## config.mk

```make
export PLATFORM = sky130hd
export DESIGN_NAME = psd_sqrt_cell
export DESIGN_NICKNAME = d
export VERILOG_FILES = /design/src/sv/psd_pkg.sv /design/src/sv/psd_sqrt_cell.sv
export SDC_FILE = /design/constraint.sdc
export NUM_CORES = 1
export LEC_CHECK = 0
export BUFFER_PORTS_ARGS = -buffer_cell sky130_fd_sc_hd__buf_2
export CORE_AREA = 2 2 119 121
export CTS_BUF_LIST = sky130_fd_sc_hd__clkbuf_16
export DETAILED_ROUTE_END_ITERATION = 8
export DIE_AREA = 0 0 121 123
export PLACE_DENSITY = 0.73
export SLEW_MARGIN = 15
export SYNTH_ARGS = -nofsm -noshare
export SYNTH_HDL_FRONTEND = slang
export SYNTH_SLANG_ARGS = --single-unit
```

## constraint.sdc

```tcl
create_clock -name clk -period 0.8 [get_ports clk]
set_clock_uncertainty 0.05 [all_clocks]
set_input_delay 0.04 -clock clk [delete_from_list [all_inputs] [get_ports clk]]
set_output_delay 0.04 -clock clk [all_outputs]
set_load 0.1 [all_outputs]
```

## src/sv/psd_pkg.sv

```systemverilog
// Shared widths and cell payload types for the point to segment distance pipeline.
// No dependencies.
package psd_pkg;

	localparam int CB    = 16;            // coordinate bits
	localparam int FB    = 8;             // fraction bits of results
	localparam int DW    = CB + 1;        // coordinate difference
	localparam int PRW   = 2 * DW;        // product of two differences
	localparam int DOTW  = PRW + 1;       // dot product
	localparam int L2W   = 2 * CB + 1;    // squared length
	localparam int QW    = CB + FB;       // quotient bits of the offset
	localparam int MW    = L2W + QW;      // dividend of the offset
	localparam int PTW   = CB + FB;       // closest point, Q.FB
	localparam int EW    = CB + FB;       // magnitude of point error
	localparam int SW    = 2 * EW + 1;    // sum of squared errors
	localparam int DISTW = CB + FB + 1;   // distance
	localparam int SPW   = 2 * DISTW;     // radicand, padded to whole digit pairs
	localparam int RW    = DISTW + 3;     // root remainder

	typedef struct packed {
		logic [L2W-1:0]        rem_x;
		logic [QW-1:0]         lo_x;
		logic [L2W-1:0]        rem_y;
		logic [QW-1:0]         lo_y;
		logic [L2W-1:0]        len2;
		logic                  neg_x;
		logic                  neg_y;
		logic                  zero_len;
		logic                  on;
		logic                  only;
		logic signed [CB-1:0]  ax;
		logic signed [CB-1:0]  ay;
		logic signed [CB-1:0]  cx;
		logic signed [CB-1:0]  cy;
	} div_t;

	typedef struct packed {
		logic [RW-1:0]         rem;
		logic [DISTW-1:0]      root;
		logic [SPW-1:0]        rad;
		logic signed [PTW-1:0] qx;
		logic signed [PTW-1:0] qy;
		logic                  on;
		logic                  nores;
	} sq_t;

endpackage

```

## src/sv/psd_sqrt_cell.sv

```systemverilog
// One digit step of the restoring square root: one root bit.
// Depends on psd_pkg.
module psd_sqrt_cell (
	input  logic         clk,
	input  logic         arst_n,
	input  logic         in_valid,
	input  psd_pkg::sq_t in_data,
	output logic         out_valid,
	output psd_pkg::sq_t out_data
);
	import psd_pkg::*;

	logic [RW-1:0] t, trial;
	logic          g;
	sq_t           nxt;

	always_comb begin
		t = {in_data.rem[RW-3:0], in_data.rad[SPW-1:SPW-2]};
		trial = {1'b0, in_data.root, 2'b01};
		g = t >= trial;
		nxt = in_data;
		nxt.rem = g ? t - trial : t;
		nxt.root = {in_data.root[DISTW-2:0], g};
		nxt.rad = {in_data.rad[SPW-3:0], 2'b00};
	end

	always_ff @(posedge clk or negedge arst_n) begin
		if (!arst_n) begin
			out_valid <= 1'b0;
		end else begin
			out_valid <= in_valid;
		end
	end

	always_ff @(posedge clk) begin
		out_data <= nxt;
	end
endmodule

```

; Yosys cells after proc, flatten, opt, wreduce, memory -nomap -nowiden
; Index checks and enable logic that the tools add are counted.
; W data, S select, Z words.
[op_classes]
add_sub_neg = 1
magnitude_cmp = 1
muxes = 1
[op_table]
columns = cell, n
row1 = $ge A28 B27 Y1, 1
row2 = $mux W28, 1
row3 = $sub A28 B27 Y28, 1
[totals]
regBits = 152
inputBits = 156
wordCells = 11

; Longest topological paths before layout
[logic_depth]
word_depth = 2
ltp_mapped = 12
mapped_depth_nobuf = 10

; Least setup slack after synthesis
; OpenSTA, ideal clock, no wires.
[synth_timing]
kind = input to register
start = input port in_data[121] (netlist bit)
end = register out_data[151] (netlist bit)
setup_ns = 0.128
t_arrival_ns = 1.814
slack_ns = -1.192
stages = 10
n_path_buf = 2
path_cell_list = inv_1 ha_1 clkbuf_2 nand4_4 or4_1 a31oi_1 nor2_2 buf_6 nor4b_4 a211oi_2
[synth_rtl]
columns = element, line
row1 = start: declaration, psd_sqrt_cell.sv:7  ; input psd_pkg::sq_t in_data,
row2 = end signal: assignment, psd_sqrt_cell.sv:36  ; out_data <= nxt;
row3 = end: declaration, psd_sqrt_cell.sv:9  ; output psd_pkg::sq_t out_data

==> tab_implementation.tex <==
\begin{tabular}{lr}
\hline
Metric & Value \\
\hline
\multicolumn{2}{l}{\textbf{Pwr}} \\
\quad Maximum VDD drop & 2380 uV \\
\quad Total power & 30.3 mW \\
\quad PwrDens & 2320 nW/um\^{}2 \\
\quad Static Leakage & 5.92 nW \\
\multicolumn{2}{l}{\textbf{Routing}} \\
\quad Number of routed nets with antenna violations & 0 \\
\quad Routed wire per std cell & 31.6 um \\
\quad Number of vias in the routed layout & 7137 \\
\quad Iteration count of the initial detailed-routing pass & 7 \\
\quad Final routed wirelength across all metal layers & 38600 um \\
\quad DRC violation total after the first TritonRoute iteration & 912 \\
\quad Vias per std cell & 5.85 \\
\quad DRC violation count after routing & 0 \\
\multicolumn{2}{l}{\textbf{Synth}} \\
\quad Biggest area consumer among synthesized cells & sky130\_fd\_sc\_hd\_\_dfxtp\_1 \\
\quad Simple-gate share of the synthesized area & 9.70\% \\
\quad Post-synthesis xor/xnor area fraction & 4.01\% \\
\quad Multiplexer area fraction after synthesis & 0\% \\
\quad Area of the mapped netlist & 4990 um\^{}2 \\
\quad Leading post-synthesis cells by cell area & sky130\_fd\_sc\_hd\_\_dfxtp\_1 61\%, sky130\_fd\_sc\_hd\_\_ha\_1 6.8\%, sky130\_fd\_sc\_hd\_\_a21oi\_1 4.1\% \\
\quad Syn\_area\_per\_cell & 11.1 um\^{}2 \\
\quad Number of warnings issued by yosys & 0 \\
\quad Flop and latch count out of synthesis & 152 \\
\quad Synth async-reset ratio & 0.658\% \\
\quad Complex-gate fraction of the synthesized area & 13.6\% \\
\quad Yosys cell types & 54 \\
\quad Synth Flop Type & sky130\_fd\_sc\_hd\_\_dfxtp\_1 \\
\quad Number of instances in the synthesized netlist & 450 \\
\quad Sequential fraction of the synthesis area & 61.1\% \\
\quad Main combinational cell family by area after synthesis & compound AO/OA/AOI/OAI gates \\
\quad Top-area cell type share of the netlist area & 60.6\% \\
\quad Count of flip-flops with a built-in enable after synthesis & 0 \\
\quad Post-Synth Adder-Cell Area & 6.77\% \\
\multicolumn{2}{l}{\textbf{Finish}} \\
\quad Layout filler cell count & 278 \\
\quad Area added between synthesis and finish & 161\% \\
\quad Final instance count without filler cells & 1221 \\
\quad Fraction of layout cells with a size suffix above 1 & 67.5\% \\
\quad Count of nets after finishing & 1208 \\
\quad Final std cell area, no fill & 13100 um\^{}2 \\
\multicolumn{2}{l}{\textbf{Floorplanning}} \\
\quad Total I/O pin count & 310 \\
\quad Floorplan die height & 123 um \\
\quad Die outline width & 121 um \\
\quad Die area & 14900 um\^{}2 \\
\quad Initial Util & 36.7\% \\
\quad Std cell rows & 43 \\
\quad Placeable Area & 13600 um\^{}2 \\
\multicolumn{2}{l}{\textbf{Global routing}} \\
\quad Wire length of the first global-routing pass & 47200 um \\
\quad Initial antenna violation count & 6 \\
\quad Largest net degree at the start of global routing & 17 \\
\quad Leftover overflow at the end of global routing & 0 \\
\quad Global-route usage over all layers & 44.0\% \\
\quad Vias in the first global route & 7224 \\
\multicolumn{2}{l}{\textbf{Worst hold path}} \\
\quad Source of the worst hold timing path & in\_data[99] \\
\quad Cell count of the worst hold path & 4 \\
\quad Worst hold-check path type & input port to flop \\
\quad Endpoint with the worst hold slack & out\_data[126] \\
\multicolumn{2}{l}{\textbf{Setup path}} \\
\quad Path type of the worst setup path & input port to flop \\
\quad Startpoint Class & input port \\
\quad Worst EP arrival & 2.39 ns \\
\quad Category of the worst setup path capture point & flop \\
\quad Crit-path max FO & 3 \\
\quad Worst path required time & 1.05 ns \\
\multicolumn{2}{l}{\textbf{Clock tree}} \\
\quad Clock Tree Buf Depth & 2 \\
\quad CTS root buf & sky130\_fd\_sc\_hd\_\_clkbuf\_16 \\
\quad TritonCTS clock tree & built \\
\quad Register clock-pin slew on the reported worst setup and hold paths & 0.07 ns \\
\quad CTS sink count & 152 \\
\quad Count of H-tree levels built during CTS & 4 \\
\quad Number of buffers added by the clock tree synthesis step & 17 \\
\multicolumn{2}{l}{\textbf{Placement}} \\
\quad HPWL after detailed placement & 16900 um \\
\quad Post-Place Cells & 1002 \\
\quad Placer Congestion & 0.892 \\
\quad Area post-placement & 9850 um\^{}2 \\
\quad IO Port Bufs & 305 \\
\multicolumn{2}{l}{\textbf{STA}} \\
\quad Top achievable clock speed & 469 MHz \\
\quad Final setup violation count & 181 \\
\quad Headroom to the max-slew limit & 63.6\% \\
\quad Worst hold slack & 0.0169 ns \\
\quad Actual transition at the worst max-transition pin & 0.540 ns \\
\quad Final critical-path setup slack & -1.33 ns \\
\quad Final critical path time including I/O delays and setup & 2.13 ns \\
\quad Setup repair after global routing missed its margin & yes \\
\quad Count of final hold-check violations & 0 \\
\quad Final worst path period share & 267\% \\
\quad Final Slew Violations & 0 \\
\multicolumn{2}{l}{\textbf{Run status}} \\
\quad Result of the run & finished, violations left \\
\quad Violations in the final reports & negative setup slack \\
\multicolumn{2}{l}{\textbf{Run}} \\
\quad Max cap viols & 0 \\
\hline
\end{tabular}
## layout make-up
type | count | area (um^2) | share of cell area (%)
clock inverters | 15 | 173 | 1.32
diodes | 3 | 7.51 | 0.0575
multi-input cells | 252 | 2300 | 17.6
well taps | 180 | 225 | 1.73
flip-flops and latches | 152 | 3250 | 24.9
clock buffers | 17 | 425 | 3.26
inverters | 34 | 160 | 1.23
repair buffers | 568 | 6520 | 49.9
## cells in the mapped netlist, drive strengths merged (2+ instances only)
library cell,n
dfxtp,151
a21oi,41
inv,34
nor2,32
ha,27
nand2,24
o21ai,20
a21o,14
xor2,13
buf,12
nand3,9
xnor2,9
a31oi,7
o211ai,7
nor3,6
nand2b,5
nand4,5
a211oi,4
and4,3
o21a,3
o31ai,2
## cell families after synthesis
| kind of cell | count (synthesis) |
|---|---|
| flip-flops | 152 |
| AO/OA/AOI/OAI | 107 |
| AND/OR/NAND/NOR | 94 |
| buffers and inverters | 47 |
| adder cells (fa/ha/maj) | 27 |
| XOR/XNOR | 22 |
| other | 1 |
## worst max-delay path by stage
| stage | startpoint | to |
|---|---|---|
| floorplan | in_data[108] | out_data[151] |
| global placement | in_data[104] | out_data[152] |
| detailed placement | in_data[102] | out_data[152] |
| CTS | in_data[125] | out_data[152] |
| global route | in_data[98] | out_data[148] |
| finish | in_data[98] | out_data[148] |
## layout by cell type (no fill, tap or decap), types with 4 or more instances in the layout
cell / n
sky130_fd_sc_hd__nor3_1: 4
sky130_fd_sc_hd__buf_4: 89
sky130_fd_sc_hd__a21oi_1: 25
sky130_fd_sc_hd__dfxtp_4: 4
sky130_fd_sc_hd__inv_6: 7
sky130_fd_sc_hd__a21oi_2: 14
sky130_fd_sc_hd__buf_8: 7
sky130_fd_sc_hd__nand2_1: 18
sky130_fd_sc_hd__nor2_2: 9
sky130_fd_sc_hd__a21o_1: 13
sky130_fd_sc_hd__nand4_1: 4
sky130_fd_sc_hd__nand2b_1: 5
sky130_fd_sc_hd__o21ai_2: 4
sky130_fd_sc_hd__buf_16: 5
sky130_fd_sc_hd__nor2_4: 6
sky130_fd_sc_hd__nor2_1: 17
sky130_fd_sc_hd__xnor2_1: 7
sky130_fd_sc_hd__o211ai_1: 6
sky130_fd_sc_hd__dfxtp_2: 147
sky130_fd_sc_hd__ha_4: 14
sky130_fd_sc_hd__nand3_1: 9
sky130_fd_sc_hd__inv_4: 6
sky130_fd_sc_hd__buf_2: 134
sky130_fd_sc_hd__o21ai_4: 4
sky130_fd_sc_hd__inv_1: 23
sky130_fd_sc_hd__o21ai_1: 9
sky130_fd_sc_hd__ha_1: 11
sky130_fd_sc_hd__dlygate4sd3_1: 153
sky130_fd_sc_hd__buf_6: 23
sky130_fd_sc_hd__clkbuf_16: 17
sky130_fd_sc_hd__nand2_4: 5
sky130_fd_sc_hd__buf_12: 157
sky130_fd_sc_hd__xor2_1: 12
## per-layer routing
metal	up-vias	global-route usage, %	routed length (um)
li1	2692	-	-
met1	3281	44.9	12000
met2	818	75.3	18100
met3	340	16.5	4460
met4	6	29.7	4040
met5	-	0	38
## report_power, final
part | internal, mW | total [mW] | switching, mW
clock | 4.93 | 8.70 | 3.78
combinational | 4.88 | 12.6 | 7.68
sequential | 8.35 | 8.99 | 0.637
total | 18.2 | 30.3 | 12.1
## worst max-delay path, stage by stage
cell,delay (ns)
sky130_fd_sc_hd__buf_2,0.12
sky130_fd_sc_hd__buf_4,0.14
sky130_fd_sc_hd__buf_4,0.14
sky130_fd_sc_hd__nor3_1,0.29
sky130_fd_sc_hd__o21ai_2,0.17
sky130_fd_sc_hd__o211ai_4,0.33
sky130_fd_sc_hd__a31oi_4,0.17
sky130_fd_sc_hd__or3b_4,0.45
sky130_fd_sc_hd__a211oi_1,0.40
sky130_fd_sc_hd__nor3_1,0.13
## stage by stage
stage	worst slack (ns)	utilization [%]	TNS [ns]
global placement	-1.42	72.3	-37.22
global route	-1.25	95.9	-73.51
floorplan	-1.10	-	-29.59
CTS	-0.869	94.1	-60.26
detailed placement	-1.56	72.3	-38.71
finish	-1.33	95.9	-70.62
## state kept, by name, indices dropped and copies added (netlist names)
signal,count
out_valid,1
out_data,151
## what timing repair did
| action | CTS | global route |
|---|---|---|
| hold buffers | 153 | 0 |
| cloned | 5 | 0 |
| pin swaps | 31 | 22 |
| buffers inserted | 17 | 11 |
| endpoints found under the setup margin | 181 | 181 |
| resized for setup | 139 | 39 |
| endpoints found under the hold margin | 152 | 0 |
No activity file was read; power rests on OpenSTA's default activity.
