### src/sv/psd_pkg.sv
// Shared widths and cell payload types for the point to segment distance pipeline.
// No dependencies.
package psd_pkg;

	localparam int CB    = 16;            // coordinate bits
	localparam int FB    = 8;             // fraction bits of results
	localparam int DW    = CB + 1;        // coordinate difference
	localparam int PRW   = 2 * DW;        // product of two differences
	localparam int DOTW  = PRW + 1;       // dot product
	localparam int L2W   = 2 * CB + 1;    // squared length
	localparam int QW    = CB + FB;       // quotient bits of the offset
	localparam int MW    = L2W + QW;      // dividend of the offset
	localparam int PTW   = CB + FB;       // closest point, Q.FB
	localparam int EW    = CB + FB;       // magnitude of point error
	localparam int SW    = 2 * EW + 1;    // sum of squared errors
	localparam int DISTW = CB + FB + 1;   // distance
	localparam int SPW   = 2 * DISTW;     // radicand, padded to whole digit pairs
	localparam int RW    = DISTW + 3;     // root remainder

	typedef struct packed {
		logic [L2W-1:0]        rem_x;
		logic [QW-1:0]         lo_x;
		logic [L2W-1:0]        rem_y;
		logic [QW-1:0]         lo_y;
		logic [L2W-1:0]        len2;
		logic                  neg_x;
		logic                  neg_y;
		logic                  zero_len;
		logic                  on;
		logic                  only;
		logic signed [CB-1:0]  ax;
		logic signed [CB-1:0]  ay;
		logic signed [CB-1:0]  cx;
		logic signed [CB-1:0]  cy;
	} div_t;

	typedef struct packed {
		logic [RW-1:0]         rem;
		logic [DISTW-1:0]      root;
		logic [SPW-1:0]        rad;
		logic signed [PTW-1:0] qx;
		logic signed [PTW-1:0] qy;
		logic                  on;
		logic                  nores;
	} sq_t;

endpackage

### src/sv/psd_div_cell.sv
// One restoring division step for both axes: one quotient bit each.
// Depends on psd_pkg.
module psd_div_cell (
	input  logic          clk,
	input  logic          arst_n,
	input  logic          in_valid,
	input  psd_pkg::div_t in_data,
	output logic          out_valid,
	output psd_pkg::div_t out_data
);
	import psd_pkg::*;

	logic [L2W:0] tx, ty;
	logic         gx, gy;
	div_t         nxt;

	always_comb begin
		tx = {in_data.rem_x, in_data.lo_x[QW-1]};
		ty = {in_data.rem_y, in_data.lo_y[QW-1]};
		gx = tx >= {1'b0, in_data.len2};
		gy = ty >= {1'b0, in_data.len2};
		nxt = in_data;
		nxt.rem_x = gx ? L2W'(tx - {1'b0, in_data.len2}) : tx[L2W-1:0];
		nxt.rem_y = gy ? L2W'(ty - {1'b0, in_data.len2}) : ty[L2W-1:0];
		nxt.lo_x = {in_data.lo_x[QW-2:0], gx};
		nxt.lo_y = {in_data.lo_y[QW-2:0], gy};
	end

	always_ff @(posedge clk or negedge arst_n) begin
		if (!arst_n) begin
			out_valid <= 1'b0;
		end else begin
			out_valid <= in_valid;
		end
	end

	always_ff @(posedge clk) begin
		out_data <= nxt;
	end
endmodule

### config.mk
export PLATFORM = sky130hd
export DESIGN_NAME = psd_div_cell
export DESIGN_NICKNAME = d
export VERILOG_FILES = /design/src/sv/psd_pkg.sv /design/src/sv/psd_div_cell.sv
export SDC_FILE = /design/constraint.sdc
export NUM_CORES = 1
export LEC_CHECK = 0
export ABC_AREA = 1
export BUFFER_PORTS_ARGS = -buffer_cell sky130_fd_sc_hd__clkbuf_2
export CORE_MARGIN = 10
export CORE_UTILIZATION = 30
export CTS_CLUSTER_DIAMETER = 60
export DETAILED_ROUTE_END_ITERATION = 8
export HOLD_SLACK_MARGIN = 0.12
export PLACE_DENSITY = 0.5
export SLEW_MARGIN = 20
export SYNTH_ARGS = -nofsm -noshare
export SYNTH_HDL_FRONTEND = slang
export SYNTH_SLANG_ARGS = --single-unit
export TNS_END_PERCENT = 5
### constraint.sdc
create_clock -name clk -period 0.8 [get_ports clk]
set_clock_uncertainty 0.15 [all_clocks]
set_input_delay 0.16 -clock clk [delete_from_list [all_inputs] [get_ports clk]]
set_output_delay 0.16 -clock clk [all_outputs]
set_load 0.01 [all_outputs]
## Word-level counts from Yosys, hierarchy flattened

Cells that the tools add are included.

- Register bits: 217
- Output and inout bits: 217
- Input port bits: 219
- Logic and storage cells: 21

- Magnitude comparators: 2
- $add $sub $neg: 2
- Muxes and demuxes: 2

Operators with widths:

| cell | count |
|---|---|
| $ge A34 B33 Y1 | 2 |
| $mux W33 | 2 |
| $sub A33 B33 Y33 | 2 |

## Longest topological paths before layout

Gate-level depths: netlist of run 1.

- Depth in word-level cells: 2
- Depth in mapped cells: 15
- Mapped depth without buffers: 15

## Worst setup path before layout of run 1

Ideal clock, no wire load.

- Path type: input-to-reg
- From: input port in_data[125] (netlist bit)
- To: register out_data[151] (netlist bit)
- Buffers on the path: 1
- Stages: 13
- Data required time: 0.538 ns
- Arrival: 1.569 ns
- Setup slack: -1.031 ns
- Path through: inv_1 -> ha_1 -> inv_1 -> fa_1 -> nand3_2 -> nand3_2 -> nand2_1 -> nand2_1 -> nand2_2 -> nand2_4 -> buf_8 -> nand3_2 -> nand2_1

RTL lines:

| item | RTL line | source |
|---|---|---|
| from (decl) | psd_div_cell.sv:7 | `input psd_pkg::div_t in_data,` |
| to (signal assigned) | psd_div_cell.sv:38 | `out_data <= nxt;` |
| to (decl) | psd_div_cell.sv:9 | `output psd_pkg::div_t out_data` |

==> qor.txt, run 1 <==
Status: finished with violations
Failing checks: negative hold slack, negative setup slack
Metal1 wirelength: 21500 µm
DP Wirelength: 41900 µm
Final period util: 205%
TritonCTS clock tree: done
Drt first pass iters: 5
GPL Wtd Cong: 0.879
Post-Syn Area: 10800 µm²
Max_cap viols: 0
Row count: 69
Simple-gate portion of the synthesized area: 35.9%
Clock sinks: 217
Setup crit start kind: input pin
Worst-path clk slew: 0.06 ns
Sequential fraction of the synthesis area: 40.3%
Area Growth Syn to Fin: 98.8%
Setup TNS: -164.82 ns
Max_slew headroom: 80.2%
Crit path buf inv count: 5
Cells along the critical path: buf_8 -> clkinvlp_4 -> buf_6 -> ha_4 -> nand2_4 -> nor2_4 -> nand2_4 -> nor3_4 -> nand2_1 -> nand2_2 -> nor2_4 -> nand2_4 -> buf_12 -> clkbuf_16 -> o21ai_1
Largest family of logic cells by synthesized area: simple AND/OR/NAND/NOR gates
Hold Path Class: in -> reg
Final min period: 1.64 ns
Hold slack: -0.425 ns
Final Net Count: 2762
Complex-gate fraction of the synthesized area: 2.38%
Gr usage total: 23.0%
Tot Pwr: 37.5 mW
DR vias/cell: 4.40
Most frequent cell on the critical path: nand2_4
Root Buffer: clkbuf_16
CP max stage cell: ha_4
Setup WS post-layout: -0.840 ns
Die Height: 210 µm
Final wirelength: 55000 µm
Fmax: 0.610 GHz
P_leak: 11.2 nW
CP arrival: 1.94 ns
Grt ovf: 0
Die Width: 210 µm
Commonest non-fill, non-tap cells in the layout: nand2_1, buf_4, inv_1
Port-buffer cells: 435
Max Buffers Root-to-Sink: 3
Crit path max-delay family: simple AND/OR/NAND/NOR gates
Cell Pwr Density: 1750 nW/µm²
Antenna viol nets, final: 0
Die area: 44000 µm²
WL met2: 27900 µm
Initial antenna violation count: 4
Peak supply drop: 2580 µV
CP Capture Type: flip-flop
RSZ-0062 raised after global routing: yes
Final count of hold timing violations: 31
Global-route wire length before repair: 78700 µm
Core Util, Final: 60.3%
Post-synthesis cell type count: 32
Commonest non-fill, non-tap cell in the layout: nand2_1
XOR/XNOR Fraction of Synth Area: 2.27%
Top Ports: 436
Crit-path max cell delay: 0.29 ns
Multiplexer share of the synthesized area: 0%
Core box area: 35600 µm²
Met3 Routed Length: 2950 µm
Worst slew pin tran: 0.296 ns
Largest net degree at the start of global routing: 33
DR DRC count: 0
Initial Utilization: 30.3%
Syn Nets: 1836
Setup CP Type: in -> reg
Count of final max-slew check failures: 0
Initial DRC Count: 476
Post-Synth Adder-Cell Area: 8.02%
Synthesized flop and latch total: 217
Crit-path max FO: 5
Mean post-synth cell area: 6.97 µm²
Yosys warning total: 0
Worst Path Required: 1.10 ns
Final setup fails: 285
Total number of vias: 13000
Post-DR wirelength/cell: 18.6 µm
H-tree depth: 1
Vias in the first global route: 13600
Fillers: 3157
Post-Synthesis Cells: 1549
Max Used Layer: met5
Layout cells sized above 1: 49.6%
CTS buffer count: 28
Placement Setup Slack: -1.52 ns
## where the power goes
part	internal, mW	total [mW]	switching, mW
combinational	6.34	12.4	6.07
sequential	12.1	12.6	0.563
clock	7.26	12.5	5.25
## cell families after synthesis
| group | count (synthesis) |
|---|---|
| DFF | 217 |
| adders and majority gates | 68 |
| xor gates and xnor gates | 28 |
| buffers and inverters | 304 |
| and+or+nand+nor | 884 |
| AOI/OAI and AO/OA | 48 |
## layer usage
metal | track usage [%] | vias to the layer above
met5 | 0 | -
met4 | 8.86 | 4
met2 | 42.4 | 385
li1 | - | 6572
met1 | 25.2 | 5932
met3 | 5.00 | 114
## layout make-up
| cell class | count | area, µm² | area share, % |
|---|---|---|---|
| Clock inverter | 14 | 156 | 0.729 |
| Sequential cell | 217 | 4530 | 21.1 |
| Multi-Input combinational cell | 1028 | 6590 | 30.7 |
| Clock buffer | 37 | 774 | 3.61 |
| Tap cell | 461 | 577 | 2.69 |
| Timing Repair Buffer | 914 | 7690 | 35.9 |
| Antenna cell | 1 | 2.50 | 0.0117 |
| Inverter | 286 | 1130 | 5.26 |
## repair_timing
action                                  4_1_cts  5_1_grt
endpoints found under the setup margin      285      285
endpoints found under the hold margin       216      173
resized for setup                           294      539
hold buffers                                171       16
gates cloned                                  2        1
buffers inserted                             19        6
pin swaps                                    49       55
## sequential cells by signal (all words and copies together) (netlist names)
signal,flops
out_valid,1
out_data,216
## cell usage after synthesis (all sizes together)
| master | n | share of area, % |
|---|---|---|
| nand3 | 138 | 7.4 |
| dfrtp | 1 | 0.23 |
| o21ai | 2 | 0.093 |
| nand3b | 20 | 1.4 |
| inv | 286 | 9.9 |
| dfxtp | 216 | 40 |
| fa | 2 | 0.37 |
| a21oi | 41 | 1.9 |
| nand2 | 595 | 21 |
| a21o | 4 | 0.28 |
| xnor2 | 2 | 0.16 |
| nor2 | 87 | 3.4 |
| o21bai | 1 | 0.070 |
| nand4 | 5 | 0.29 |
| or2 | 5 | 0.29 |
| and2 | 11 | 0.64 |
| xor2 | 26 | 2.1 |
| ha | 66 | 7.7 |
| nor3 | 21 | 1.2 |
| buf | 18 | 1.2 |
| and3 | 2 | 0.12 |
## stage by stage
stage	cells	area, µm²
after floorplan	1549	11200
after global placement	2692	15900
after detailed placement	2692	15900
after CTS	2934	19900
after global routing	2958	21500
final	2958	21500
## final timing paths
path,startpoint,to,cells past startpoint
min in group asynchronous,arst_n,out_valid,3
worst max-delay path,in_data[96],out_data[126],15
worst min-delay path,in_data[70],out_data[70],1
max in group asynchronous,arst_n,out_valid,3
No activity file was read; power rests on OpenSTA's default activity.
==> run 2, diff against run 1 <==
--- a/config.mk
+++ b/config.mk
@@ -9,6 +9,7 @@
 export BUFFER_PORTS_ARGS = -buffer_cell sky130_fd_sc_hd__clkbuf_2
 export CORE_MARGIN = 10
 export CORE_UTILIZATION = 30
+export CTS_BUF_LIST = sky130_fd_sc_hd__clkbuf_16
 export CTS_CLUSTER_DIAMETER = 60
 export DETAILED_ROUTE_END_ITERATION = 8
 export HOLD_SLACK_MARGIN = 0.12
==> qor.txt, run 2 (synthesized netlist as in run 1, its figures left out) <==
Gr usage total: 23.0% (about the same)
Setup CP Type: in -> reg
Final Net Count: 2768 (+0.22%)
Commonest non-fill, non-tap cells in the layout: nand2_1, buf_4, inv_1
P_leak: 11.2 nW (+0.14%)
Multi-input gate area: 6540 µm² (-0.74%)
Hold slack: -0.427 ns (-0.00230 ns)
Setup WS post-layout: -0.904 ns (-0.0636 ns)
Placement Cell Area: 15900 µm² (unchanged)
DP Wirelength: 41900 µm (unchanged)
Max Buffers Root-to-Sink: 3 (unchanged)
Hold Path Class: in -> reg
Core box area: 35600 µm² (unchanged)
Total number of vias: 13000 (-0.21%)
Max_slew headroom: 79.7% (-0.51 points)
Final setup fails: 285 (unchanged)
Area Growth Syn to Fin: 98.8% (unchanged)
Largest net degree at the start of global routing: 33 (unchanged)
Biggest regs: out_data (216), out_valid (1)
Final count of hold timing violations: 29 (-6.5%)
Max reg flops: 216 (unchanged)
Final period util: 213% (+7.9 points)
H-tree depth: 1 (unchanged)
Most frequent cell on the critical path: nand2_4
Final wirelength: 54900 µm (about the same)
DR DRC count: 0 (unchanged)
Fillers: 3141 (-0.51%)
Fmax: 0.587 GHz (-3.7%)
Worst Hold Depth: 1 (unchanged)
Root Buffer: clkbuf_16
Largest Register: out_data
Count of final max-slew check failures: 0 (unchanged)
Worst slew pin tran: 0.303 ns (+0.00700 ns)
RSZ-0062 raised after global routing: yes
Worst Path Required: 1.11 ns (about the same)
Peak supply drop: 2210 µV (-14%)
Worst-path clk slew: 0.06 ns (about the same)
Initial DRC Count: 539 (+13%)
Crit path buf inv count: 4 (-1)
Crit path max-delay family: simple AND/OR/NAND/NOR gates
Vias in the first global route: 13600 (-0.044%)
Initial Utilization: 30.3% (unchanged)
Die Width: 210 µm (unchanged)
Clock sinks: 217 (unchanged)
Sequential Area: 4540 µm² (+0.11%)
Cells along the critical path: buf_8 -> clkinvlp_4 -> buf_6 -> ha_4 -> nand2_4 -> nand2_4 -> o21bai_4 -> a21oi_2 -> nand2_2 -> nor2_4 -> nand2_8 -> buf_12 -> nand3_2 -> nand2_1
CP arrival: 2.01 ns (+0.07 ns)
DR vias/cell: 4.38 (-0.48%)
Core Util, Final: 60.3% (unchanged)
Non-Filler Instances: 2966 (+0.27%)
Max_cap viols: 0 (unchanged)
Global-route wire length before repair: 78700 µm (unchanged)
Final instance area: 21500 µm² (unchanged)
GPL Wtd Cong: 0.879 (unchanged)
Die Height: 210 µm (unchanged)
Final min period: 1.70 ns (+0.0636 ns)
CP Capture Type: flip-flop
CP max stage cell: nor2_4
Die area: 44000 µm² (unchanged)
TritonCTS clock tree: done
Crit path depth: 14 (-1)
Crit-path max cell delay: 0.26 ns (-0.03 ns)
CTS buffer count: 28 (unchanged)
Placement Setup Slack: -1.52 ns (unchanged)
Row count: 69 (unchanged)
Grt ovf: 0 (unchanged)
Post-DR wirelength/cell: 18.5 µm (-0.32%)
Port-buffer cells: 435 (unchanged)
Commonest non-fill, non-tap cell in the layout: nand2_1
Cell Pwr Density: 1730 nW/µm² (-1.2%)
Antenna viol nets, final: 0 (unchanged)
Initial antenna violation count: 6 (+2)
Setup crit start kind: input pin
Top Ports: 436 (unchanged)
Layout cells sized above 1: 49.0% (-0.60 points)
Status: finished with violations
Failing checks: negative hold slack, negative setup slack
Placed Instances: 2692 (unchanged)
Drt first pass iters: 5 (unchanged)
Crit-path max FO: 7 (+2)
run 2: what timing repair did:
action | in CTS | in global routing
resized for setup | 294 | 523
setup endpoints to repair | 285 | 285
pin swaps | 49 | 60
setup buffers | 19 | 8
hold endpoints to repair | 216 | 166
cloned | 2 | 4
hold buffers | 172 | 16
run 2: final cells by class:
| class | count | area share (%) |
|---|---|---|
| inverter | 286 | 5.26 |
| antenna | 3 | 0.0350 |
| clock buffer | 28 | 3.27 |
| clock inverter | 23 | 0.886 |
| timing repair buffer | 919 | 36.2 |
| tap | 461 | 2.69 |
| sequential | 217 | 21.2 |
| multi-input combinational | 1029 | 30.5 |
run 2: per-layer routing:
layer  part of all wire, %  GRT usage (%)
met1                    39           25.2
met5                 0.098              0
met3                   5.7           5.03
met4                   4.2           8.14
met2                    51           42.7
run 2: per-stage QoR:
| stage | power [mW] | TNS, ns |
|---|---|---|
| floorplan | 17.0 | -63.15 |
| finish | 37.1 | -167.15 |
| global placement | 21.8 | -97.82 |
| detailed placement | 21.9 | -97.73 |
| CTS | 35.8 | -169.56 |
| global route | 39.0 | -178.20 |
run 2: where the power goes:
group / internal (mW) / switching, mW
clock: 6.81 / 5.18
sequential: 12.1 / 0.560
combinational: 6.39 / 6.08
run 2: path summary, 6_finish.rpt:
path                            endpoint        start  slack (ns)
min in group asynchronous      out_valid       arst_n        0.30
min                         out_data[70]  in_data[70]       -0.43
max                        out_data[209]  in_data[98]       -0.90
max in group asynchronous      out_valid       arst_n        0.10
==> run 3, diff against run 2 <==
--- a/config.mk
+++ b/config.mk
@@ -14,6 +14,7 @@
 export DETAILED_ROUTE_END_ITERATION = 8
 export HOLD_SLACK_MARGIN = 0.12
 export PLACE_DENSITY = 0.5
+export RECOVER_POWER = 100
 export SLEW_MARGIN = 20
 export SYNTH_ARGS = -nofsm -noshare
 export SYNTH_HDL_FRONTEND = slang
==> qor.txt, run 3 (synthesized netlist as in run 1, its figures left out) <==
Count of final max-slew check failures: 0 (unchanged)
H-tree depth: 1 (unchanged)
Root Buffer: clkbuf_16
TritonCTS clock tree: done
Cell Pwr Density: 1730 nW/µm² (about the same)
Status: finished with violations
Max Buffers Root-to-Sink: 3 (unchanged)
CP arrival: 2.01 ns (about the same)
Die Height: 210 µm (unchanged)
CP Capture Type: flip-flop
Global-route wire length before repair: 78700 µm (unchanged)
Clock sinks: 217 (unchanged)
Largest Register: out_data
Setup WS post-layout: -0.904 ns (-0.00000100 ns)
Commonest non-fill, non-tap cells in the layout: nand2_1, buf_4, inv_1
Cells along the critical path: buf_8 -> clkinvlp_4 -> buf_6 -> ha_4 -> nand2_4 -> nand2_4 -> o21bai_4 -> a21oi_2 -> nand2_2 -> nor2_4 -> nand2_8 -> buf_12 -> nand3_2 -> nand2_1
Max_cap viols: 0 (unchanged)
P_leak: 11.2 nW (about the same)
Failing checks: negative hold slack, negative setup slack
Initial antenna violation count: 6 (unchanged)
Non-Filler Instances: 2966 (unchanged)
Die Width: 210 µm (unchanged)
Area Growth Syn to Fin: 98.8% (about the same)
DP Wirelength: 41900 µm (unchanged)
Setup crit start kind: input pin
Row count: 69 (unchanged)
Worst Path Required: 1.11 ns (about the same)
Most frequent cell on the critical path: nand2_4
Fmax: 0.587 GHz (unchanged)
Crit path buf inv count: 4 (unchanged)
Hold Path Class: in -> reg
Final count of hold timing violations: 29 (unchanged)
Fillers: 3144 (+0.096%)
Commonest non-fill, non-tap cell in the layout: nand2_1
DR DRC count: 0 (unchanged)
DR vias/cell: 4.38 (about the same)
Layout cells sized above 1: 48.9% (-0.12 points)
Final wirelength: 54900 µm (about the same)
Worst-path clk slew: 0.06 ns (about the same)
CTS buffer count: 28 (unchanged)
Final period util: 213% (about the same)
Core Util, Final: 60.3% (about the same)
RSZ-0062 raised after global routing: yes
Top Ports: 436 (unchanged)
Setup CP Type: in -> reg
Final Net Count: 2768 (unchanged)
Hold slack: -0.416 ns (+0.0116 ns)
Max_slew headroom: 79.7% (unchanged)
Crit-path max FO: 7 (unchanged)
Initial Utilization: 30.3% (unchanged)
Final min period: 1.70 ns (+0.00000100 ns)
Post-DR wirelength/cell: 18.5 µm (about the same)
Final setup fails: 285 (unchanged)
Placed Instances: 2692 (unchanged)
Core box area: 35600 µm² (unchanged)
Worst slew pin tran: 0.303 ns (unchanged)
Gr usage total: 23.0% (unchanged)
Max reg flops: 216 (unchanged)
Crit-path max cell delay: 0.26 ns (about the same)
Placement Setup Slack: -1.52 ns (unchanged)
Largest net degree at the start of global routing: 33 (unchanged)
GPL Wtd Cong: 0.879 (unchanged)
Antenna viol nets, final: 0 (unchanged)
CP max stage cell: nor2_4
Grt ovf: 0 (unchanged)
Total number of vias: 13000 (-0.023%)
Crit path max-delay family: simple AND/OR/NAND/NOR gates
Port-buffer cells: 435 (unchanged)
Initial DRC Count: 539 (unchanged)
Peak supply drop: 2210 µV (about the same)
Vias in the first global route: 13600 (unchanged)
Die area: 44000 µm² (unchanged)
Biggest regs: out_data (216), out_valid (1)
Drt first pass iters: 5 (unchanged)
-- run 3: final cells by class --
cell class              instances  area [µm²]  share of cell area (%)
repair buffers                919        7770                    36.2
multi-input cells            1029        6540                    30.5
flip-flops and latches        217        4540                    21.2
inverters                     286        1130                    5.26
clock buffers                  28         701                    3.27
well taps                     461         577                    2.69
clock inverters                23         190                   0.887
diodes                          3        7.51                  0.0350
-- run 3: path summary, 6_finish.rpt --
path,start,end,slack (ns),cells after the start
worst min-delay path,in_data[72],out_data[72],-0.42,1
worst max-delay path,in_data[98],out_data[209],-0.90,14
min in group asynchronous,arst_n,out_valid,0.30,3
max in group asynchronous,arst_n,out_valid,0.10,3
-- run 3: metal layers --
layer  share of wire (%)  wire length (µm)  GRT usage (%)
met1                  39             21400           25.2
met2                  51             28000           42.7
met3                 5.7              3140           5.03
met4                 4.2              2300           8.14
met5               0.098                54              0
-- run 3: where the power goes --
part,switching (mW),total (mW),internal [mW]
registers,0.561,12.6,12.1
clock network,5.18,12.0,6.81
logic,6.08,12.5,6.39
-- run 3: what timing repair did --
| item | CTS | global route |
|---|---|---|
| endpoints found under the hold margin | 216 | 166 |
| hold buffers | 172 | 16 |
| gates cloned | 2 | 4 |
| pin swaps | 49 | 60 |
| endpoints found under the setup margin | 285 | 285 |
| buffers inserted | 19 | 8 |
| resized for setup | 294 | 523 |
-- run 3: through the flow --
stage	instance area [µm²]	total power, mW	setup TNS [ns]
floorplan	11200	17.0	-63.15
global placement	15900	21.8	-97.82
global route	21500	39.0	-178.20
finish	21500	37.1	-167.22
detailed placement	15900	21.9	-97.73
CTS	19900	35.8	-169.56
